--- config.mk ---
export PLATFORM = sky130hd
export DESIGN_NAME = block_zero_run_encoder_flat
export DESIGN_NICKNAME = d
export VERILOG_FILES = /design/src/rtl/core/brle_pkg.sv /design/src/rtl/core/brle_stream_if.sv /design/src/rtl/core/block_zero_run_encoder.sv /design/src/rtl/core/brle_encode.sv /design/src/rtl/core/brle_outbuf.sv /design/src/flat_wrapper.sv
export SDC_FILE = /design/constraint.sdc
export NUM_CORES = 1
export LEC_CHECK = 0
export BUFFER_PORTS_ARGS = -buffer_cell sky130_fd_sc_hd__buf_4
export CAP_MARGIN = 20
export CELL_PAD_IN_SITES_DETAIL_PLACEMENT = 1
export CELL_PAD_IN_SITES_GLOBAL_PLACEMENT = 2
export CORE_MARGIN = 3
export CORE_UTILIZATION = 41
export CTS_BUF_LIST = sky130_fd_sc_hd__clkbuf_2
export CTS_CLUSTER_DIAMETER = 80
export CTS_CLUSTER_SIZE = 20
export DETAILED_ROUTE_END_ITERATION = 6
export PLACE_DENSITY_LB_ADDON = 0.25
export SLEW_MARGIN = 20
export SYNTH_ARGS = -nofsm -noshare
export SYNTH_HDL_FRONTEND = slang
export SYNTH_SLANG_ARGS = --single-unit
--- constraint.sdc ---
create_clock -name clk -period 6.6 [get_ports clk]
set_input_delay 0.99 -clock clk [delete_from_list [all_inputs] [get_ports clk]]
set_output_delay 0.99 -clock clk [all_outputs]
set_load 0.01 [all_outputs]
--- src/rtl/core/brle_pkg.sv ---
// shared types, constants and helpers of the block zero-run encoder
`default_nettype none

package brle_pkg;

  // field widths
  localparam int COEF_WIDTH    = 16;
  localparam int COUNT_WIDTH   = 16;
  localparam int POS_WIDTH     = 11;
  localparam int THR_WIDTH     = 16;
  localparam int CFG_DATA_W    = 16;
  localparam int CFG_INDEX_W   = 2;
  localparam int MAX_SYMS      = 4;
  localparam int SYM_CNT_W     = 3;

  // longest block length; the position counter stays below it
  localparam logic [POS_WIDTH-1:0] MAX_BLOCK_LEN = POS_WIDTH'(1024);

  // register indexes
  localparam logic [CFG_INDEX_W-1:0] REG_BLOCK_LENGTH = 2'd0;
  localparam logic [CFG_INDEX_W-1:0] REG_HI_PRI_COUNT = 2'd1;
  localparam logic [CFG_INDEX_W-1:0] REG_THRESHOLD    = 2'd2;

  // register reset values
  localparam logic [POS_WIDTH-1:0] RST_BLOCK_LENGTH = POS_WIDTH'(64);
  localparam logic [POS_WIDTH-1:0] RST_HI_PRI_COUNT = POS_WIDTH'(1);
  localparam logic [THR_WIDTH-1:0] RST_THRESHOLD    = THR_WIDTH'(1);

  // channel codes
  localparam logic CH_HIGH = 1'b0;
  localparam logic CH_LOW  = 1'b1;

  // symbol kinds
  typedef enum logic [2:0] {
    KIND_COEF   = 3'd0,
    KIND_SOB    = 3'd1,
    KIND_BLKNUM = 3'd2,
    KIND_SOR    = 3'd3,
    KIND_RUNLEN = 3'd4
  } kind_t;

  // input word
  typedef struct packed {
    logic signed [COEF_WIDTH-1:0] coefficient;
    logic                         frame_start;
  } in_word_t;

  // output word
  typedef struct packed {
    logic                         channel;
    logic [2:0]                   kind;
    logic signed [COEF_WIDTH-1:0] value;
    logic [COUNT_WIDTH-1:0]       count;
    logic                         last;
  } out_word_t;

  // one symbol before the last flag is known
  typedef struct packed {
    logic                         channel;
    kind_t                        kind;
    logic signed [COEF_WIDTH-1:0] value;
    logic [COUNT_WIDTH-1:0]       count;
  } sym_t;

  // all symbols caused by one coefficient
  typedef struct packed {
    logic [SYM_CNT_W-1:0]   cnt;
    sym_t [MAX_SYMS-1:0]    syms;
  } sym_group_t;

  // configuration registers
  typedef struct packed {
    logic [POS_WIDTH-1:0] block_length;
    logic [POS_WIDTH-1:0] hi_pri_count;
    logic [THR_WIDTH-1:0] threshold;
  } cfg_t;

  function automatic sym_t mk_sym(input logic ch, input kind_t kd,
                                  input logic signed [COEF_WIDTH-1:0] val,
                                  input logic [COUNT_WIDTH-1:0] cnt);
    sym_t s;
    s.channel = ch;
    s.kind    = kd;
    s.value   = val;
    s.count   = cnt;
    return s;
  endfunction

endpackage

`default_nettype wire

--- src/rtl/core/brle_stream_if.sv ---
// valid/ready stream channel carrying one word per handshake
`default_nettype none

interface brle_stream_if #(
  parameter type word_t = logic
) ();
  logic  valid;
  logic  ready;
  word_t data;

  modport source (output valid, output data, input ready);
  modport sink   (input valid, input data, output ready);
endinterface

`default_nettype wire

--- src/rtl/core/block_zero_run_encoder.sv ---
// Block zero-run encoder: takes one coefficient per word on coefs and emits
// symbol words on symbols. A coefficient is first held in the input register,
// then its symbols (zero to four) are decided in a single pass and loaded into
// the result register together; the result register hands them out one word
// per cycle while symbols is ready, the final one flagged last. With zero or
// one symbol per coefficient the sustained rate is one coefficient per cycle
// while the output is ready; a coefficient with more holds the result register
// until its last word leaves, when the next moves up. Configuration writes take
// effect at once, including on a word still waiting in the input register, so
// write the registers only while no coefficient is in flight.
`default_nettype none

module block_zero_run_encoder
  import brle_pkg::*;
(
  input  logic                   clk,
  input  logic                   rst,
  input  logic                   cfg_write,
  input  logic [CFG_INDEX_W-1:0] cfg_index,
  input  logic [CFG_DATA_W-1:0]  cfg_data,
  brle_stream_if.sink            coefs,
  brle_stream_if.source          symbols
);

  cfg_t       cfg;
  in_word_t   ireg_data;
  logic       ireg_valid;
  logic       take;
  logic       free;
  sym_group_t grp;

  // configuration registers
  always_ff @(posedge clk) begin
    if (rst) begin
      cfg.block_length <= RST_BLOCK_LENGTH;
      cfg.hi_pri_count <= RST_HI_PRI_COUNT;
      cfg.threshold    <= RST_THRESHOLD;
    end else if (cfg_write) begin
      unique case (cfg_index)
        REG_BLOCK_LENGTH: cfg.block_length <= cfg_data[POS_WIDTH-1:0];
        REG_HI_PRI_COUNT: cfg.hi_pri_count <= cfg_data[POS_WIDTH-1:0];
        REG_THRESHOLD:    cfg.threshold    <= cfg_data[THR_WIDTH-1:0];
        default: ;
      endcase
    end
  end

  // input register
  assign take        = ireg_valid && free;
  assign coefs.ready = !ireg_valid || take;

  always_ff @(posedge clk) begin
    if (rst) begin
      ireg_valid <= 1'b0;
    end else if (coefs.valid && coefs.ready) begin
      ireg_valid <= 1'b1;
    end else if (take) begin
      ireg_valid <= 1'b0;
    end
  end

  always_ff @(posedge clk) begin
    if (coefs.valid && coefs.ready) begin
      ireg_data <= coefs.data;
    end
  end

  // symbol decision
  brle_encode u_encode (
    .clk     (clk),
    .rst     (rst),
    .cfg     (cfg),
    .item    (ireg_data),
    .advance (take),
    .grp     (grp)
  );

  // result register
  brle_outbuf u_outbuf (
    .clk     (clk),
    .rst     (rst),
    .grp     (grp),
    .load    (take),
    .free    (free),
    .symbols (symbols)
  );

  // a waiting word stays put until the result register frees up
  a_ireg_hold: assert property (@(posedge clk) disable iff (rst)
    ireg_valid && !take |=> ireg_valid && $stable(ireg_data))
    else $error("input register lost or changed a waiting word");

  // the last word of a coefficient empties the result register unless refilled
  a_last_empties: assert property (@(posedge clk) disable iff (rst)
    symbols.valid && symbols.ready && symbols.data.last && !take |=> !symbols.valid)
    else $error("symbols left over after last");

  // high-priority channel carries coefficients only
  a_high_coef: assert property (@(posedge clk) disable iff (rst)
    symbols.valid && symbols.data.channel == CH_HIGH |->
      symbols.data.kind == KIND_COEF)
    else $error("non-coefficient symbol on high-priority channel");

  // a run length is never zero
  a_runlen_nonzero: assert property (@(posedge clk) disable iff (rst)
    symbols.valid && symbols.data.kind == KIND_RUNLEN |-> symbols.data.count != '0)
    else $error("zero run length emitted");

endmodule

`default_nettype wire

--- src/rtl/core/brle_encode.sv ---
// per-coefficient symbol decision and block/run state
`default_nettype none

module brle_encode
  import brle_pkg::*;
(
  input  logic       clk,
  input  logic       rst,
  input  cfg_t       cfg,
  input  in_word_t   item,
  input  logic       advance,
  output sym_group_t grp
);

  logic [POS_WIDTH-1:0]   pos;
  logic [POS_WIDTH-1:0]   run;
  logic [COUNT_WIDTH-1:0] bn;
  logic [POS_WIDTH-1:0]   pos_next;
  logic [POS_WIDTH-1:0]   run_next;
  logic [COUNT_WIDTH-1:0] bn_next;

  // symbol selection for the word in the input register
  always_comb begin
    logic [COEF_WIDTH:0]    ext;
    logic [COEF_WIDTH:0]    mag;
    logic                   sig;
    logic [POS_WIDTH-1:0]   len;
    logic [POS_WIDTH-1:0]   hi;
    logic [POS_WIDTH-1:0]   pos_e;
    logic [POS_WIDTH-1:0]   run_e;
    logic [POS_WIDTH-1:0]   run1;
    logic [COUNT_WIDTH-1:0] bn_e;
    logic [POS_WIDTH:0]     pos_inc;
    logic                   blk_end;
    logic [SYM_CNT_W-1:0]   n;
    sym_t [MAX_SYMS-1:0]    syms;

    // magnitude test
    ext = {item.coefficient[COEF_WIDTH-1], item.coefficient};
    mag = item.coefficient[COEF_WIDTH-1] ? (~ext + 1'b1) : ext;
    sig = mag >= {1'b0, cfg.threshold};

    // effective block length and high-priority count
    if (cfg.block_length == '0) begin
      len = POS_WIDTH'(1);
    end else if (cfg.block_length > MAX_BLOCK_LEN) begin
      len = MAX_BLOCK_LEN;
    end else begin
      len = cfg.block_length;
    end
    hi = (cfg.hi_pri_count < len) ? cfg.hi_pri_count : len;

    // frame start restarts everything
    pos_e = item.frame_start ? '0 : pos;
    run_e = item.frame_start ? '0 : run;
    bn_e  = item.frame_start ? '0 : bn;

    pos_inc = {1'b0, pos_e} + 1'b1;
    blk_end = pos_inc >= {1'b0, len};

    n    = '0;
    syms = '0;
    run1 = run_e;

    // header ahead of the block when nothing is high priority
    if (hi == '0 && pos_e == '0) begin
      syms[n[1:0]] = mk_sym(CH_LOW, KIND_SOB, '0, '0);
      n = n + 1'b1;
      syms[n[1:0]] = mk_sym(CH_LOW, KIND_BLKNUM, '0, bn_e);
      n = n + 1'b1;
    end

    if (pos_e < hi) begin
      // high-priority coefficient, header after the last one
      syms[n[1:0]] = mk_sym(CH_HIGH, KIND_COEF, item.coefficient, '0);
      n = n + 1'b1;
      if (pos_inc == {1'b0, hi}) begin
        syms[n[1:0]] = mk_sym(CH_LOW, KIND_SOB, '0, '0);
        n = n + 1'b1;
        syms[n[1:0]] = mk_sym(CH_LOW, KIND_BLKNUM, '0, bn_e);
        n = n + 1'b1;
      end
    end else if (run_e != '0) begin
      // inside a run: close it or extend it
      if (sig) begin
        syms[n[1:0]] = mk_sym(CH_LOW, KIND_RUNLEN, '0, COUNT_WIDTH'(run_e));
        n = n + 1'b1;
        syms[n[1:0]] = mk_sym(CH_LOW, KIND_COEF, item.coefficient, '0);
        n = n + 1'b1;
        run1 = '0;
      end else begin
        run1 = run_e + 1'b1;
      end
    end else begin
      // outside a run: pass the value or open a run
      if (sig) begin
        syms[n[1:0]] = mk_sym(CH_LOW, KIND_COEF, item.coefficient, '0);
        n = n + 1'b1;
      end else begin
        syms[n[1:0]] = mk_sym(CH_LOW, KIND_SOR, '0, '0);
        n = n + 1'b1;
        run1 = POS_WIDTH'(1);
      end
    end

    // block end flushes a pending run
    if (blk_end && run1 != '0) begin
      syms[n[1:0]] = mk_sym(CH_LOW, KIND_RUNLEN, '0, COUNT_WIDTH'(run1));
      n = n + 1'b1;
      run1 = '0;
    end

    grp.cnt  = n;
    grp.syms = syms;

    run_next = run1;
    pos_next = blk_end ? '0 : pos_inc[POS_WIDTH-1:0];
    bn_next  = blk_end ? bn_e + 1'b1 : bn_e;
  end

  // block and run state
  always_ff @(posedge clk) begin
    if (rst) begin
      pos <= '0;
      run <= '0;
      bn  <= '0;
    end else if (advance) begin
      pos <= pos_next;
      run <= run_next;
      bn  <= bn_next;
    end
  end

endmodule

`default_nettype wire

--- src/rtl/core/brle_outbuf.sv ---
// result register: holds one coefficient's symbols and hands them out in order
`default_nettype none

module brle_outbuf
  import brle_pkg::*;
(
  input  logic       clk,
  input  logic       rst,
  input  sym_group_t grp,
  input  logic       load,
  output logic       free,
  brle_stream_if.source symbols
);

  sym_t [MAX_SYMS-1:0]  ent;
  logic [SYM_CNT_W-1:0] cnt;
  logic                 fire;

  assign symbols.valid        = cnt != '0;
  assign fire                 = symbols.valid && symbols.ready;
  assign free                 = (cnt == '0) || (cnt == SYM_CNT_W'(1) && fire);

  // head word, last when it is the only one left
  assign symbols.data.channel = ent[0].channel;
  assign symbols.data.kind    = ent[0].kind;
  assign symbols.data.value   = ent[0].value;
  assign symbols.data.count   = ent[0].count;
  assign symbols.data.last    = cnt == SYM_CNT_W'(1);

  // fill count
  always_ff @(posedge clk) begin
    if (rst) begin
      cnt <= '0;
    end else if (load) begin
      cnt <= grp.cnt;
    end else if (fire) begin
      cnt <= cnt - 1'b1;
    end
  end

  // symbol slots, shifted toward the head
  always_ff @(posedge clk) begin
    if (load) begin
      ent <= grp.syms;
    end else if (fire) begin
      for (int i = 0; i < MAX_SYMS - 1; i++) begin
        ent[i] <= ent[i+1];
      end
      ent[MAX_SYMS-1] <= '0;
    end
  end

endmodule

`default_nettype wire

--- src/flat_wrapper.sv ---
// flat-port wrapper written by rule: the top's interface ports become plain ports
module block_zero_run_encoder_flat import brle_pkg::*;
  (clk, rst, cfg_write, cfg_index, cfg_data, coefs_valid, coefs_data, coefs_ready, symbols_valid, symbols_data, symbols_ready);
  brle_stream_if #(.word_t(in_word_t)) coefs_i ();
  brle_stream_if #(.word_t(out_word_t)) symbols_i ();
  input  logic clk;
  input  logic rst;
  input  logic cfg_write;
  input  logic [CFG_INDEX_W-1:0] cfg_index;
  input  logic [CFG_DATA_W-1:0] cfg_data;
  input wire logic [$bits(coefs_i.valid)-1:0] coefs_valid;
  input wire logic [$bits(coefs_i.data)-1:0] coefs_data;
  output wire logic [$bits(coefs_i.ready)-1:0] coefs_ready;
  output wire logic [$bits(symbols_i.valid)-1:0] symbols_valid;
  output wire logic [$bits(symbols_i.data)-1:0] symbols_data;
  input wire logic [$bits(symbols_i.ready)-1:0] symbols_ready;
  assign coefs_i.valid = coefs_valid;
  assign coefs_i.data = coefs_data;
  assign coefs_ready = coefs_i.ready;
  assign symbols_valid = symbols_i.valid;
  assign symbols_data = symbols_i.data;
  assign symbols_i.ready = symbols_ready;
  block_zero_run_encoder u_core (.clk(clk), .rst(rst), .cfg_write(cfg_write), .cfg_index(cfg_index), .cfg_data(cfg_data), .coefs(coefs_i), .symbols(symbols_i));
endmodule
==> results.md <==
* Status: finished clean
* Count of state elements after synthesis at ~240
* Slew headroom at 28.4%
* Comb power frac at between 30% and 40%
* Drt pass-1 iters at 5
* Setup crit end kind: flip-flop
* Antenna violations before repair at 2
* TritonCTS buffer count at 17
* Core Region at 0.0327 sq mm
* Primary flip-flop cell chosen by synthesis mapping: edfxtp_1
* Synth top area cells: edfxtp_1, dfxtp_1, ha_1, nand2_1, a22o_1
* Dpl hpwl at around 30000 um
* Register share of total power at roughly half
* Dpl cells at 1828
* PD cells at 321 mW/mm^2
* DRT Wirelength at ~42000 um
* Clock Sinks at about 240
* Final Hold Vio Count at 0
* Placed Area at approximately 0.014 sq mm
* Final Skew at between 100 and 150 ps
* Fin crit period at 6280 ps
* Total negative setup slack at 0 ps
* Worst min path class: input pin to flip-flop
* Initial core utilization at about two fifths
* Highest net fanout along the worst path at 20
* Share of cells above drive strength 1 at 12.6%
* EDFF count, synth at between 150 and 200
* # rows at 66
* H-tree depth at 1
* Synth Instances at ~1400
* Commonest cells in the netlist: edfxtp_1, nand2_1, nor2_1
* Hold slack at about 280 ps
* Antenna violation net count after detailed routing at 0
* Clk_lat worst skew at between 900 and 1000 ps
* Final setup viols at 0
* Mapped Area at between 0.01 and 0.015 sq mm
* Vias in the first global route at between 10000 and 15000
* R2R depth at 17
* Setup CP Type: flip-flop to flip-flop
* WL/cell at roughly 22 um
* Setup ws final at 315 ps
* Int Pwr at about 3.0 mW
* Startpoint types: flip-flop
* I/O Pins at between 70 and 80
* NumNets Final at about 1500
* Clock tree buffer depth at 3
* Maxcap violations at 0
* Die width at about 190 um
* # DRC at 0
* Crit-path most repeated cell: or4_1
* DRT iter0 DRCs at 991
* CP arrival at ~7000 ps
* Final Power at 4.72 mW
* Slowest cell on crit path: or4_1
* Global route overflow at 0
* Mapped Avg Cell Area at approximately 9.7 sq um
* Dpl ws at roughly 94 ps
* Final Instance Area at 0.0147 sq mm
* Post-Layout Cell Count at around 1900
* Die area at around 0.036 sq mm
* Area growth, synth to finish at 7.38%
* VDD IR max at 0.184 mV
* Hold Startpoint: coefs_data[5]
* Period utilization at a little over nine tenths
* All-layer global routing usage at a little under a quarter
* Port Buffers at between 70 and 80
* Slew @ Worst Pin at between 1000 and 1500 ps
* Seq/Total Area, Yosys at 45.7%
* Share of the synthesized area in the top cell type at approximately a third
* Worst-path clk slew at between 300 and 400 ps
* Yosys warning count at 0
* Vias per inst at approximately 5.9
* Syn_nets at ~1500
* Flop2flop setup slack at between 300 and 400 ps
* Sw Ratio at between 30% and 40%
* First-pass GRT wire length at about 65000 um
* Filler cell count at ~3800
* Slew Viols, Final at 0
* Async set-reset flop share out of synthesis at 0%
* WHS Path Cells at 1
* Net Sw Power at between 1.5 and 2 mW
* Worst Setup SP: u_core.ireg_data[5]
* Leading area contributor after synthesis: edfxtp_1
* CTS tree: yes
* Peak per-stage delay on the critical path at a little under 600 ps
* F_max at approximately 0.16 GHz
* Post-CTS Hold Fix Bufs at 0
* Number of different library cells in the post-synthesis netlist at 78
* Clock network power share at roughly an eighth
* Leakage at ~5.3 nW
* Die Ht at between 150 and 200 um
* Finished Core Util at 45.0%
* Worst path cell trace: or4_1 -> or3_1 -> or4_1 -> o41ai_1 -> xnor2_1 -> ha_1 -> a2111oi_0 -> o21ai_0 -> o21a_1 -> o31a_1 -> nor2_1 -> nor3b_1 -> a211oi_2 -> a31oi_1 -> or4_1 -> and3_2 -> nor4b_1
* CTS Root Cell: clkbuf_2
* Via Count at 11100
* RePlAce Congestion at between 0.8 and 0.9
* Critical R2R Launch: u_core.ireg_data[5]
* Critical path required time at 7320 ps
* Largest net degree at the start of global routing at between 80 and 90
* Top-count cell post-synth: edfxtp_1
[worst paths after layout]
check,end
min,u_core.ireg_data[5]
max reg2reg,u_core.u_outbuf.ent[84]
min reg2reg,u_core.cfg[7]
max,u_core.u_outbuf.ent[84]
[cells in the final DEF (no fill, tap or decap), types with 24 or more instances in the layout]
cell / netlist / final
a21oi_1: 75 / 75
a22o_1: 57 / 57
and2_1: 31 / 30
buf_4: 37 / 121
clkbuf_2: 0 / 24
dfxtp_1: 80 / 80
edfxtp_1: 155 / 155
ha_1: 69 / 69
inv_1: 49 / 47
nand2_1: 149 / 148
nand3_1: 47 / 47
nand4_1: 33 / 33
nor2_1: 111 / 111
o21ai_0: 34 / 34
[critical path, delay by kind of cell (launching register included)]
family	cells	cell delay, ps
AND/OR/NAND/NOR	8	3150
AO/OA/AOI/OAI	7	1970
flip-flops	1	530
adder cells (fa/ha/maj)	1	290
XOR/XNOR	1	190
[what timing repair did]
action,4_1_cts,5_1_grt
resized for setup,0,4
setup endpoints to repair,0,113
hold endpoints to repair,0,0
setup buffers,0,10
[power groups by stage]
stage,sequential (mW),combinational [mW],clock (mW)
after global routing,2.40,1.93,0.691
after global placement,2.38,1.71,0
after floorplan,2.35,1.28,0
after detailed placement,2.40,1.74,0
final,2.35,1.75,0.618
after CTS,2.36,1.75,0.643
[area by class of cell]
class	instances	area, sq um	share of cell area (%)
Clock buffer	24	120	0.817
Tap cell	442	553	3.76
Timing Repair Buffer	122	928	6.31
Antenna cell	1	2.50	0.0170
Inverter	50	196	1.34
Sequential cell	235	6260	42.5
Multi-Input combinational cell	989	6590	44.8
Clock inverter	6	58.8	0.400
[flip-flops by register name, indices dropped and copies added, names as in the netlist]
| signal | cells |
|---|---|
| u_core.u_encode.run | 11 |
| u_core.ireg_data | 17 |
| u_core.u_outbuf.symbols.data | 36 |
| u_core.cfg | 38 |
| u_core.u_outbuf.ent | 102 |
| u_core.u_encode.pos | 11 |
| u_core.u_outbuf.cnt | 3 |
| u_core.u_encode.bn | 16 |
| u_core.ireg_valid | 1 |
[metal layers]
metal	part of all wire, %	up-vias	GRT usage [%]
li1	-	5216	-
met1	47	5492	32.7
met2	46	292	36.7
met3	5.0	54	3.16
met4	2.3	2	5.39
met5	0.031	-	0
[logic make-up after synthesis]
family	share of synthesized area, %
AOI/OAI and AO/OA	19.7
muxes	1.68
and+or+nand+nor	18.1
xor gates and xnor gates	1.98
DFF	45.7
buffers and inverters	6.52
adders and majority gates	6.30
(Power assumes the default switching activity.)
